### config.mk
export PLATFORM = sky130hd
export DESIGN_NAME = prach_noise_floor_detector
export DESIGN_NICKNAME = d
export VERILOG_FILES = /design/src/hw/rtl/pnfd_pkg.sv /design/src/hw/rtl/pnfd_symbol.sv /design/src/hw/rtl/pnfd_core.sv /design/src/hw/rtl/prach_noise_floor_detector.sv
export SDC_FILE = /design/constraint.sdc
export NUM_CORES = 1
export LEC_CHECK = 0
export BUFFER_PORTS_ARGS = -buffer_cell sky130_fd_sc_hd__buf_2
export CAP_MARGIN = 20
export CORE_MARGIN = 2
export CORE_UTILIZATION = 55
export CTS_BUF_LIST = sky130_fd_sc_hd__clkbuf_4 sky130_fd_sc_hd__clkbuf_8
export CTS_CLUSTER_SIZE = 8
export DETAILED_ROUTE_END_ITERATION = 12
export PLACE_DENSITY = 0.79
export SETUP_SLACK_MARGIN = 0.3
export SYNTH_ARGS = -nofsm -noshare
export SYNTH_HDL_FRONTEND = slang
export SYNTH_SLANG_ARGS = --single-unit
### constraint.sdc
create_clock -name clk -period 13.6 [get_ports clk]
set_input_delay 2.72 -clock clk [delete_from_list [all_inputs] [get_ports clk]]
set_output_delay 2.72 -clock clk [all_outputs]
set_load 0.05 [all_outputs]
### src/hw/rtl/pnfd_pkg.sv
package pnfd_pkg;

  // block configuration
  localparam int WARMUP_OCCASIONS = 50;
  localparam int MAX_REPORTS      = 4;

  localparam int WARMUP_W = $clog2(WARMUP_OCCASIONS + 1);
  localparam int REPORT_W = $clog2(MAX_REPORTS + 1);

  localparam logic [WARMUP_W-1:0] WARMUP_MAX = WARMUP_OCCASIONS[WARMUP_W-1:0];
  localparam logic [REPORT_W-1:0] REPORT_MAX = MAX_REPORTS[REPORT_W-1:0];

  // field widths
  localparam int ENERGY_W = 12;
  localparam int THRESH_W = 10;
  localparam int SYMBOL_W = 7;
  localparam int DUR_W    = 4;

  // fixed-point constants
  localparam logic [9:0]  NOISE_KEEP  = 10'd900;  // iir keep weight, /1024
  localparam logic [6:0]  ENERGY_GAIN = 7'd124;   // iir input weight, /1024
  localparam logic [11:0] RSSI_CAP_E  = 12'd631;  // energy where rssi saturates
  localparam logic [7:0]  RSSI_BASE   = 8'd128;
  localparam logic [7:0]  RSSI_MAX    = 8'd254;
  localparam logic [7:0]  DIV5_RECIP  = 8'd205;   // x/5 == (x*205)>>10 for x < 1024
  localparam logic [11:0] NOISE_SAT   = 12'd4095;

  // format codes; FMT_0 to FMT_3 have a zero occasion length, the others a nonzero one
  typedef enum logic [3:0] {
    FMT_0   = 4'd0,  FMT_1   = 4'd1,  FMT_2   = 4'd2,  FMT_3   = 4'd3,
    FMT_A1  = 4'd4,  FMT_A2  = 4'd5,  FMT_A3  = 4'd6,  FMT_B1  = 4'd7,
    FMT_B4  = 4'd8,  FMT_C0  = 4'd9,  FMT_C2  = 4'd10, FMT_A1B1 = 4'd11,
    FMT_A2B2 = 4'd12, FMT_A3B3 = 4'd13
  } pnfd_fmt_t;

  typedef struct packed {
    logic        first_occasion;
    logic [3:0]  preamble_format;
    logic [3:0]  base_start_symbol;
    logic [2:0]  occasion_index;
    logic [2:0]  freq_slot;
    logic [5:0]  best_preamble;
    logic [11:0] preamble_energy;
    logic [11:0] preamble_delay;
  } pnfd_in_t;

  typedef struct packed {
    logic        detected;
    logic [6:0]  start_symbol;
    logic [2:0]  report_freq;
    logic [5:0]  report_preamble;
    logic [11:0] report_delay;
    logic [7:0]  rssi_code;
    logic [11:0] noise_floor;
  } pnfd_out_t;

  // decision handed from the detector core to the result stage
  typedef struct packed {
    logic        hit;
    logic [7:0]  rssi;
    logic [11:0] noise;
  } pnfd_dec_t;

  // occasion length in symbols; unknown formats give zero
  function automatic logic [DUR_W-1:0] format_duration(input logic [3:0] fmt);
    logic [DUR_W-1:0] dur;
    unique case (fmt)
      FMT_A1, FMT_B1, FMT_C0, FMT_A1B1: dur = 4'd2;
      FMT_A2, FMT_A2B2:                 dur = 4'd4;
      FMT_A3, FMT_C2, FMT_A3B3:         dur = 4'd6;
      FMT_B4:                           dur = 4'd12;
      default:                          dur = 4'd0;
    endcase
    return dur;
  endfunction

endpackage

### src/hw/rtl/pnfd_symbol.sv
module pnfd_symbol (
  input  logic [3:0]                     preamble_format,
  input  logic [3:0]                     base_start_symbol,
  input  logic [2:0]                     occasion_index,
  output logic [pnfd_pkg::SYMBOL_W-1:0]  start_symbol
);

  logic [pnfd_pkg::DUR_W-1:0]    dur;
  logic [pnfd_pkg::SYMBOL_W-1:0] offset;

  always_comb begin
    dur          = pnfd_pkg::format_duration(preamble_format);
    // base + index * duration, at most 99
    offset       = {4'b0, occasion_index} * {3'b0, dur};
    start_symbol = offset + {3'b0, base_start_symbol};
  end

endmodule

### src/hw/rtl/pnfd_core.sv
module pnfd_core (
  input  logic                          clk,
  input  logic                          rst_n,
  input  logic                          accept,
  input  pnfd_pkg::pnfd_in_t            in_item,
  input  logic [pnfd_pkg::THRESH_W-1:0] threshold,
  output pnfd_pkg::pnfd_dec_t           dec
);

  logic [11:0]                   noise_r, noise_nxt;
  logic [pnfd_pkg::WARMUP_W-1:0] warmup_r, warmup_nxt;
  logic [pnfd_pkg::REPORT_W-1:0] reports_r, reports_nxt;

  logic [pnfd_pkg::REPORT_W-1:0] reports_eff;
  logic [12:0]                   limit;
  logic                          warm;
  logic                          hit;
  logic [21:0]                   keep_prod;
  logic [18:0]                   gain_prod;
  logic [12:0]                   upd;
  logic [17:0]                   div_prod;
  logic [7:0]                    rssi;

  always_comb begin
    // first occasion of a slot restarts the report count
    reports_eff = in_item.first_occasion ? '0 : reports_r;
    limit       = {1'b0, noise_r} + {3'b0, threshold};
    warm        = (warmup_r >= pnfd_pkg::WARMUP_MAX);
    hit         = warm && ({1'b0, in_item.preamble_energy} > limit)
                  && (reports_eff < pnfd_pkg::REPORT_MAX);

    // iir update of the noise floor
    keep_prod = noise_r * pnfd_pkg::NOISE_KEEP;
    gain_prod = in_item.preamble_energy * pnfd_pkg::ENERGY_GAIN;
    upd       = {1'b0, keep_prod[21:10]} + {4'b0, gain_prod[18:10]};
    noise_nxt = upd[12] ? pnfd_pkg::NOISE_SAT : upd[11:0];

    // energy / 5 by reciprocal; only used below the cap
    div_prod = in_item.preamble_energy[9:0] * pnfd_pkg::DIV5_RECIP;
    rssi     = (in_item.preamble_energy < pnfd_pkg::RSSI_CAP_E)
               ? pnfd_pkg::RSSI_BASE + div_prod[17:10] : pnfd_pkg::RSSI_MAX;

    warmup_nxt  = warm ? warmup_r : warmup_r + 1'b1;
    reports_nxt = hit ? reports_eff + 1'b1 : reports_eff;

    dec.hit   = hit;
    dec.rssi  = rssi;
    dec.noise = noise_nxt;
  end

  always_ff @(posedge clk) begin
    if (!rst_n) begin
      noise_r   <= '0;
      warmup_r  <= '0;
      reports_r <= '0;
    end else if (accept) begin
      noise_r   <= noise_nxt;
      warmup_r  <= warmup_nxt;
      reports_r <= reports_nxt;
    end
  end

endmodule

### src/hw/rtl/prach_noise_floor_detector.sv
// prach noise-floor detector
//
// one input item per random-access occasion on in_valid/in_ready/in_data;
// one result item per input on out_valid/out_ready/out_data. the threshold
// register is written through cfg_valid/cfg_data (cfg_ready is always high)
// and should only change while no item is in flight.
//
// latency: the result of an item accepted at one edge is shown on out_* from
// the next cycle. throughput: one item per cycle while out_ready is high; the
// only storage between the channels is the result register, and a new item
// is taken in the same cycle that the held result is taken.
//
// when out_ready is low a waiting result holds in the result register and
// in_ready drops, so input stalls only while a result waits.
//
// reset (rst_n low, synchronous) clears the noise floor, warm-up count,
// slot report count, threshold and the result valid flag.
module prach_noise_floor_detector (
  input  logic                          clk,
  input  logic                          rst_n,
  input  logic                          in_valid,
  output logic                          in_ready,
  input  pnfd_pkg::pnfd_in_t            in_data,
  output logic                          out_valid,
  input  logic                          out_ready,
  output pnfd_pkg::pnfd_out_t           out_data,
  input  logic                          cfg_valid,
  output logic                          cfg_ready,
  input  logic [pnfd_pkg::THRESH_W-1:0] cfg_data
);

  logic                          in_accept;
  logic [pnfd_pkg::THRESH_W-1:0] thresh_r;
  logic                          out_valid_r, out_valid_nxt;
  pnfd_pkg::pnfd_out_t           out_data_r, out_data_nxt;
  pnfd_pkg::pnfd_dec_t           dec;
  logic [pnfd_pkg::SYMBOL_W-1:0] start_symbol;

  // result register is free when empty or being drained this cycle
  assign in_ready  = !out_valid_r || out_ready;
  assign in_accept = in_valid && in_ready;
  assign cfg_ready = 1'b1;

  // threshold register
  always_ff @(posedge clk) begin
    if (!rst_n) begin
      thresh_r <= '0;
    end else if (cfg_valid) begin
      thresh_r <= cfg_data;
    end
  end

  // occasion start symbol
  pnfd_symbol u_symbol (
    .preamble_format   (in_data.preamble_format),
    .base_start_symbol (in_data.base_start_symbol),
    .occasion_index    (in_data.occasion_index),
    .start_symbol      (start_symbol)
  );

  // noise floor, warm-up and per-slot report limit
  pnfd_core u_core (
    .clk       (clk),
    .rst_n     (rst_n),
    .accept    (in_accept),
    .in_item   (in_data),
    .threshold (thresh_r),
    .dec       (dec)
  );

  always_comb begin
    out_data_nxt.detected        = dec.hit;
    out_data_nxt.start_symbol    = start_symbol;
    out_data_nxt.report_freq     = in_data.freq_slot;
    // report fields are zero when nothing is reported
    out_data_nxt.report_preamble = dec.hit ? in_data.best_preamble : '0;
    out_data_nxt.report_delay    = dec.hit ? in_data.preamble_delay : '0;
    out_data_nxt.rssi_code       = dec.hit ? dec.rssi : '0;
    out_data_nxt.noise_floor     = dec.noise;

    if (in_accept) begin
      out_valid_nxt = 1'b1;
    end else if (out_ready) begin
      out_valid_nxt = 1'b0;
    end else begin
      out_valid_nxt = out_valid_r;
    end
  end

  always_ff @(posedge clk) begin
    if (!rst_n) begin
      out_valid_r <= 1'b0;
    end else begin
      out_valid_r <= out_valid_nxt;
    end
  end

  // payload needs no reset
  always_ff @(posedge clk) begin
    if (in_accept) begin
      out_data_r <= out_data_nxt;
    end
  end

  assign out_valid = out_valid_r;
  assign out_data  = out_data_r;

endmodule

==> results.md, run 1 <==
Status:
- The flow ran to the end, and the final reports show no timing, DRC or antenna violations.

Min path:
- The class of the most critical hold timing path is register to register.

Clock tree:
- The clock tree synthesis step divided the H-tree into 3 levels.
- The buffer count from post-CTS setup fixing is 0.
- The clock sink count is 81.
- The number of buffers inserted by hold repair at cts is 0.
- The number of buffers added by the clock tree synthesis step is 9.
- The clock transition at the register clock pins on the worst setup and hold paths after CTS is 80 ps.
- The quantity of gates resized following cts is 0.
- At the later pin of the worst-skew pair, clock insertion delay measures 350 ps.
- The tree is rooted in a clkbuf_8.
- The maximum root-to-sink buffer count is 2.
- The CTS tree is done.

Timing:
- At the pin with the least slew margin, the transition time is 968 ps.
- Summed over all failing endpoints, the final setup total negative slack is 0 ps.
- Measured against its own limit, the worst slew margin works out to 0.355.
- The final critical delay including setup and external delays is 8180 ps.
- The portion of the clock cycle consumed by the worst path in the final layout is 0.601.
- Across the routed clock network, the largest skew measured is 9.05 ps.
- The number of hold-slack violations in the final timing report is 0.
- The final count of negative-setup-slack endpoints is 0.
- The max-slew violation count is 0.
- Derived from the worst setup path, the maximum achievable clock frequency is 122 MHz.
- Setup repair after global routing left no endpoint under its margin.

Critical path:
- The worst endpoint data arrival time is 8460 ps.
- The category of the critical setup timing path is input pin to register.
- The category of the worst setup path launch point is an input pin.
- STA puts the critical path data required time at 13880 ps.
- The capturing element type of the critical path is a register.
- The biggest fanout along the worst timing path is 20.

Finish:
- The utilization after layout is 0.619.
- The summed area of non-filler cells in the final layout is between 9000 and 10000 um2.
- The net count of the finished layout is 1260.
- Relative to the synthesized area, the layout overhead comes to 11.0%.
- After filler insertion, the fill cell instance count of the layout stands at 1289.
- The share of final-layout standard cells stronger than drive strength 1 is 0.153.

Logic synthesis:
- The largest total area in the synthesized netlist belongs to ha_1.
- The portion of synthesized cell area occupied by the leading cell type is 0.238.
- For this run, the register share of the synthesized area comes to 0.241.
- The post-synthesis cell type count is 66.
- The synthesized netlist occupies a cell area of 8770 um2.
- The count of synthesis-stage warnings from yosys is 0.
- The most used flip-flop cell after synthesis is edfxtp_1.
- Among all cell types in the netlist, the one instantiated most often is ha_1.
- Sorting the synthesized cells by area gives the leading types as ha_1, edfxtp_1, fa_1.
- The proportion of synthesized flip-flops having asynchronous set or reset is 0.
- After synthesis, the most frequently instantiated cells are ha_1, inv_1, fa_1.
- The number of storage elements in the synthesis netlist is 81.
- In this run, synthesis inferred 49 flip-flops with an integrated enable.
- After synthesis, the mean cell area works out to just over 10 um2.
- The instance count of the mapped netlist is 859.
- Synthesis produced a netlist with a net count of ~1200.

Placement:
- The wire-length estimate of the detail-placed layout is 14900 um.
- In this run the tool buffered the top-level ports with 110 buffer cells.
- The area of placed instances is between 9000 and 10000 um2.
- The congestion estimate from routability-driven global placement came to 0.874.

Floorplanning:
- between 100 and 150 I/O pins were placed.
- The die is roughly 130 um tall.
- For this configuration, the core starts out at a cell density of 0.558.
- In this run the horizontal extent of the chip is 130 um.
- The placeable core area is 15700 um2.
- The die outline area is 17000 um2.
- The floorplan has 46 rows.

Detailed routing:
- For this run, the detailed router's first-pass iteration total came to 4.
- For this block, the initial DRC count from the detailed router was 325.
- The residual DRC count is 0.
- The routed layout has 6364 vias.
- Dividing the detail-routed wire length by the instance count gives 15.1 um.
- The detail route stage leaves a number of antenna-violating nets equal to 0.
- In the routed layout, each cell is associated on average with a via count of 5.35.
- The post-detailed-routing wire length is 17900 um.

GRT:
- The via count of the first global-routing pass is 6471.
- Entering global routing, the biggest net connects 74 pins.
- The number of antenna violations at the first check in global routing is 1.
- Global routing finished with a remaining overflow of 0.
- The total routing resource utilization after global routing is 0.223.
- The wire length of the first global-routing pass is 30000 um.

Job:
- The number of maximum-capacitance constraint violations is 0.
critical path: stages:
cell and delay [ps]:
buf_2 160, inv_1 170, fa_1 570, inv_1 60
fa_1 500, inv_1 50, fa_1 490, inv_1 40
ha_1 210, or2_2 300, o22a_1 200, a311oi_1 440
nor2_1 140, o21a_1 190, nor2_1 110, xnor2_1 80
ha_1 330, o21ai_0 120, a21boi_0 260, a21oi_1 140
o21bai_1 290, nand2_1 160, or3_4 530, a31oi_4 200
registers in the layout, summed over array words and instances (netlist names):
register          cells
out_data             49
out_valid             1
thresh_r             10
u_core.noise_r       12
u_core.reports_r      3
u_core.warmup_r       6
area by class of cell:
| cell class | count | area (um2) | share of cell area |
|---|---|---|---|
| Multi-Input combinational cell | 629 | 6070 | 0.623 |
| Sequential cell | 81 | 2110 | 0.217 |
| Timing Repair Buffer | 111 | 558 | 0.0573 |
| Inverter | 135 | 508 | 0.0522 |
| Tap cell | 216 | 270 | 0.0278 |
| Clock buffer | 10 | 131 | 0.0135 |
| Clock inverter | 6 | 82.6 | 0.00849 |
| Antenna cell | 1 | 2.50 | 0.000257 |
metrics by stage:
step | setup WS (ps) | hold slack, ps | std cells
after floorplan | 5910 | 458 | 859
after global placement | 5280 | 475 | 1172
after detailed placement | 5100 | 488 | 1172
after CTS | 5450 | 506 | 1188
after global routing | 5060 | 547 | 1189
final | 5420 | 507 | 1189
routing by layer:
| metal | part of all wire | GRT usage |
|---|---|---|
| met3 | 0.048 | 0.0344 |
| met4 | 0.033 | 0.0816 |
| met1 | 0.45 | 0.293 |
| met2 | 0.47 | 0.376 |
| met5 | 0 | 0 |
logic make-up (layout without fill, tap and decap cells):
logic type | count (synthesis) | after routing | synth area share
adder cells (fa/ha/maj) | 233 | 233 | 0.389
AND/OR/NAND/NOR | 171 | 171 | 0.103
AO/OA/AOI/OAI | 160 | 160 | 0.133
buffers and inverters | 149 | 262 | 0.0673
flip-flops | 81 | 81 | 0.241
XOR/XNOR | 51 | 51 | 0.0518
multiplexers | 13 | 13 | 0.0150
other | 1 | 2 | 0.000428
final timing paths:
check,cells after the start,slack (ps),to,start
min,2,510,u_core.warmup_r[5],u_core.warmup_r[5]
max reg2reg,19,7890,u_core.noise_r[9],u_core.noise_r[1]
max,24,5420,u_core.noise_r[9],in_data[16]
min reg2reg,2,510,u_core.warmup_r[5],u_core.warmup_r[5]
placed cells by master, fill, tap and decap left out, drive strengths merged, types with 5 or more instances in the layout:
| master | Yosys | final |
|---|---|---|
| xor2 | 19 | 19 |
| a2111oi | 5 | 5 |
| inv | 135 | 134 |
| edfxtp | 49 | 49 |
| nor2b | 17 | 17 |
| a21oi | 43 | 43 |
| a21o | 12 | 12 |
| nand2b | 16 | 16 |
| o21ai | 43 | 43 |
| and2 | 27 | 27 |
| dfxtp | 32 | 32 |
| nand2 | 32 | 32 |
| clkbuf | 7 | 10 |
| fa | 66 | 66 |
| nor3 | 13 | 13 |
| nand3 | 9 | 9 |
| a31oi | 11 | 11 |
| nor2 | 31 | 31 |
| xnor2 | 32 | 32 |
| mux2i | 12 | 12 |
| buf | 7 | 111 |
| a211oi | 8 | 8 |
| o21a | 7 | 7 |
| and3 | 8 | 8 |
| o21bai | 8 | 8 |
| ha | 167 | 167 |
| nand4 | 6 | 6 |
Power of run 1 is left out: the tool's default activity adds up to more than one toggle a clock period on the data nets, which glitch-free logic cannot reach.
==> inputs of run 2 (changes only) <==
==> constraint.sdc (replaced) <==
create_clock -name clk -period 7.7 [get_ports clk]
set_input_delay 1.54 -clock clk [delete_from_list [all_inputs] [get_ports clk]]
set_output_delay 1.54 -clock clk [all_outputs]
set_load 0.05 [all_outputs]
==> run 2 against run 1 <==
Compared with the run above:
- clock skew is essentially flat
- first-iteration DRC count fell by 3.4%
- core utilization increased by 0.088 points
- clock-buffer cell count grew 1
- routed wire length grew 2.2%
- critical path depth unchanged
- via count unchanged
- critical endpoint is now out_data[0]
- highest routed layer unchanged
- hold slack about the same
- flip-flop and latch count unchanged
- register-to-register slack lost 5900 ps
- largest cell class unchanged
- setup slack lost 4700 ps
- cell area is 0.14% higher
==> results.md, run 2 (synthesis results as in run 1) <==
Timing:
- The worst slack on hold paths is between 500 and 600 ps.
- The post-route setup TNS is 0 ps.
- The number of hold-slack violations in the final timing report is 0.
- Setup repair after global routing left no endpoint under its margin.
- The max-slew violation count is 0.
- The final critical delay including setup and external delays is 7000 ps.
- The portion of the clock cycle consumed by the worst path in the final layout is 0.909.
- The pin slew with the least headroom to its limit is 958 ps.
- Setup violations remaining at the end of the flow were counted as 0.
- Static timing analysis puts the maximum clock frequency at ~140 MHz.
- Clock skew on the completed layout was measured at 8.98 ps.
- Headroom to the max-slew limit came out at 0.361.

Clock tree:
- After clock tree synthesis, the clock-pin slew on the worst setup and hold paths is 80 ps.
- CTS placed an instance of clkbuf_8 at the clock tree root.
- The quantity of gates resized following cts is 0.
- The number of clock buffers added by TritonCTS is 9.
- The H-tree was split into 3 levels.
- The clock net in this run drives a total of 81 sinks.
- The longest clock path from root to sink contains 2 buffers.
- The buffer count from post-CTS setup fixing is 0.
- The number of buffers inserted by hold repair at cts is 0.
- The clock network latency to the later pin of the worst-skew pair is roughly 360 ps.
- TritonCTS built the clock tree.

Placement:
- The routability-driven placement congestion ratio is 0.874.
- The number of placed instances, taps included, is 1172.
- In this run the tool buffered the top-level ports with 110 buffer cells.
- Once detailed placement completed, the half-perimeter wirelength came to 15000 um.

GRT:
- Summed over all layers, the global routing overflow is 0.
- The maximum number of pins on one net before global-route repair is 74.
- The number of antenna violations at the first check in global routing is 2.
- The via count of the first global-routing pass is 6475.
- The wire length of the first global-routing pass is 30200 um.
- Across every metal layer, demand over resource in global routing totals 0.226.

Detailed routing:
- For this block, the initial DRC count from the detailed router was 314.
- The number of nets with antenna violations after routing is 0.
- After detailed routing, the total wire length is 18300 um.
- After detailed routing, the number of vias per cell comes to 5.35.
- For this run, the detailed router's first-pass iteration total came to 5.
- The mean routed wirelength per cell is 15.4 um.
- For this run, design rule violations remaining after detail routing come to 0.
- Summing over every cut layer, the via total after detailed routing is between 6000 and 7000.

Floorplanning:
- In this run the core area contains 46 standard-cell rows.
- The core region is 15700 um2.
- The die boundary width is roughly 130 um.
- For this configuration, the core starts out at a cell density of 0.558.
- The floorplan step set the die height to 130 um.
- The die outline area is 17000 um2.
- The number of top-level pins is around 110.

Finish:
- After filler insertion, the fill cell instance count of the layout stands at 1292.
- The signed area change from the synthesized netlist to the final layout is 11.1%.
- Leaving out fill and tap cells, the most frequent cells in the layout are ha_1, inv_1, buf_2.
- The share of final-layout standard cells stronger than drive strength 1 is 0.153.
- The number of flip-flops in the largest register is 49.
- The finished layout holds between 1000 and 1500 standard cells, fillers aside.
- The library cell used most frequently in the layout, excluding fill and tap cells, is ha_1.
- The utilization after layout is 0.620.
- The net count of the finished layout is about 1300.

Critical path:
- The biggest fanout along the worst timing path is 20.
- The critical path in this run is classified as input pin to register.
- For the worst setup path, the data arrival time is 7210 ps.
- The required time of the critical path is 7920 ps.
- The start of the worst register-to-register path is u_core.noise_r[1].
- The endpoint of the worst-slack reg-to-reg timing path is out_data[0].
- In this run the register-to-register setup slack is 1990 ps.
- The category of the worst setup path launch point is an input pin.
- The depth of the worst register-to-register path is 19.
- The capturing element type of the critical path is a register.

Status:
- The run finished with clean final reports.

Min path:
- Counting instances, the worst hold path has a depth of 2.
- The worst hold path begins at u_core.warmup_r[5].
- The class of the most critical hold timing path is register to register.
- The destination of the worst hold path is u_core.warmup_r[5].

Job:
- The number of maximum-capacitance constraint violations is 0.
-- run 2: changes by cell type in the layout (fill, tap and decap cells not counted), sizes merged --
cell / delta
clkinv: -2
clkbuf: +1
clkinvlp: +1
diode: +1
-- run 2: layout make-up --
class | count | area [um2] | share of cell area
clock inverters | 5 | 80.1 | 0.00822
clock buffers | 11 | 145 | 0.0149
multi-input cells | 629 | 6070 | 0.623
well taps | 216 | 270 | 0.0277
flip-flops and latches | 81 | 2110 | 0.217
inverters | 135 | 508 | 0.0521
repair buffers | 111 | 558 | 0.0573
diodes | 2 | 5.00 | 0.000514
-- run 2: worst max-delay path, stage by stage --
cell and delay [ps]:
buf_2 170, inv_1 170, fa_1 570, inv_1 60, fa_1 500, inv_1 50
fa_1 490, inv_1 40, ha_1 210, or2_2 300, o22a_1 200, a311oi_1 430
nor2_1 140, o21a_1 190, nor2_1 100, xnor2_1 80, ha_1 330, o21ai_0 120
a21boi_0 250, a21oi_1 140, o21bai_1 290, nand2_1 160, or3_4 530, nand2b_1 140
-- run 2: routing by layer --
metal,wire (um),track usage,vias up
li1,-,-,3165
met1,8040,0.288,3031
met2,8910,0.402,138
met3,944,0.0303,30
met4,421,0.0670,0
met5,0,0,-
-- run 2: how the worst max path moves through the flow --
stage,start,endpoint
6_report,in_data[16],out_data[0]
5_1_grt,in_data[15],u_core.noise_r[3]
4_1_cts,in_data[16],u_core.noise_r[2]
3_5_place_dp,in_data[16],u_core.noise_r[2]
3_3_place_gp,in_data[16],u_core.noise_r[3]
2_1_floorplan,in_data[16],u_core.noise_r[2]
-- run 2: through the flow --
| step | setup WS (ps) | instance area (um2) |
|---|---|---|
| 2_1_floorplan | 1190 | 8770 |
| 3_3_place_gp | 561 | 9520 |
| 3_5_place_dp | 385 | 9520 |
| 4_1_cts | 738 | 9740 |
| 5_1_grt | 311 | 9750 |
| 6_report | 703 | 9750 |
Power of run 2 is left out for the same reason.
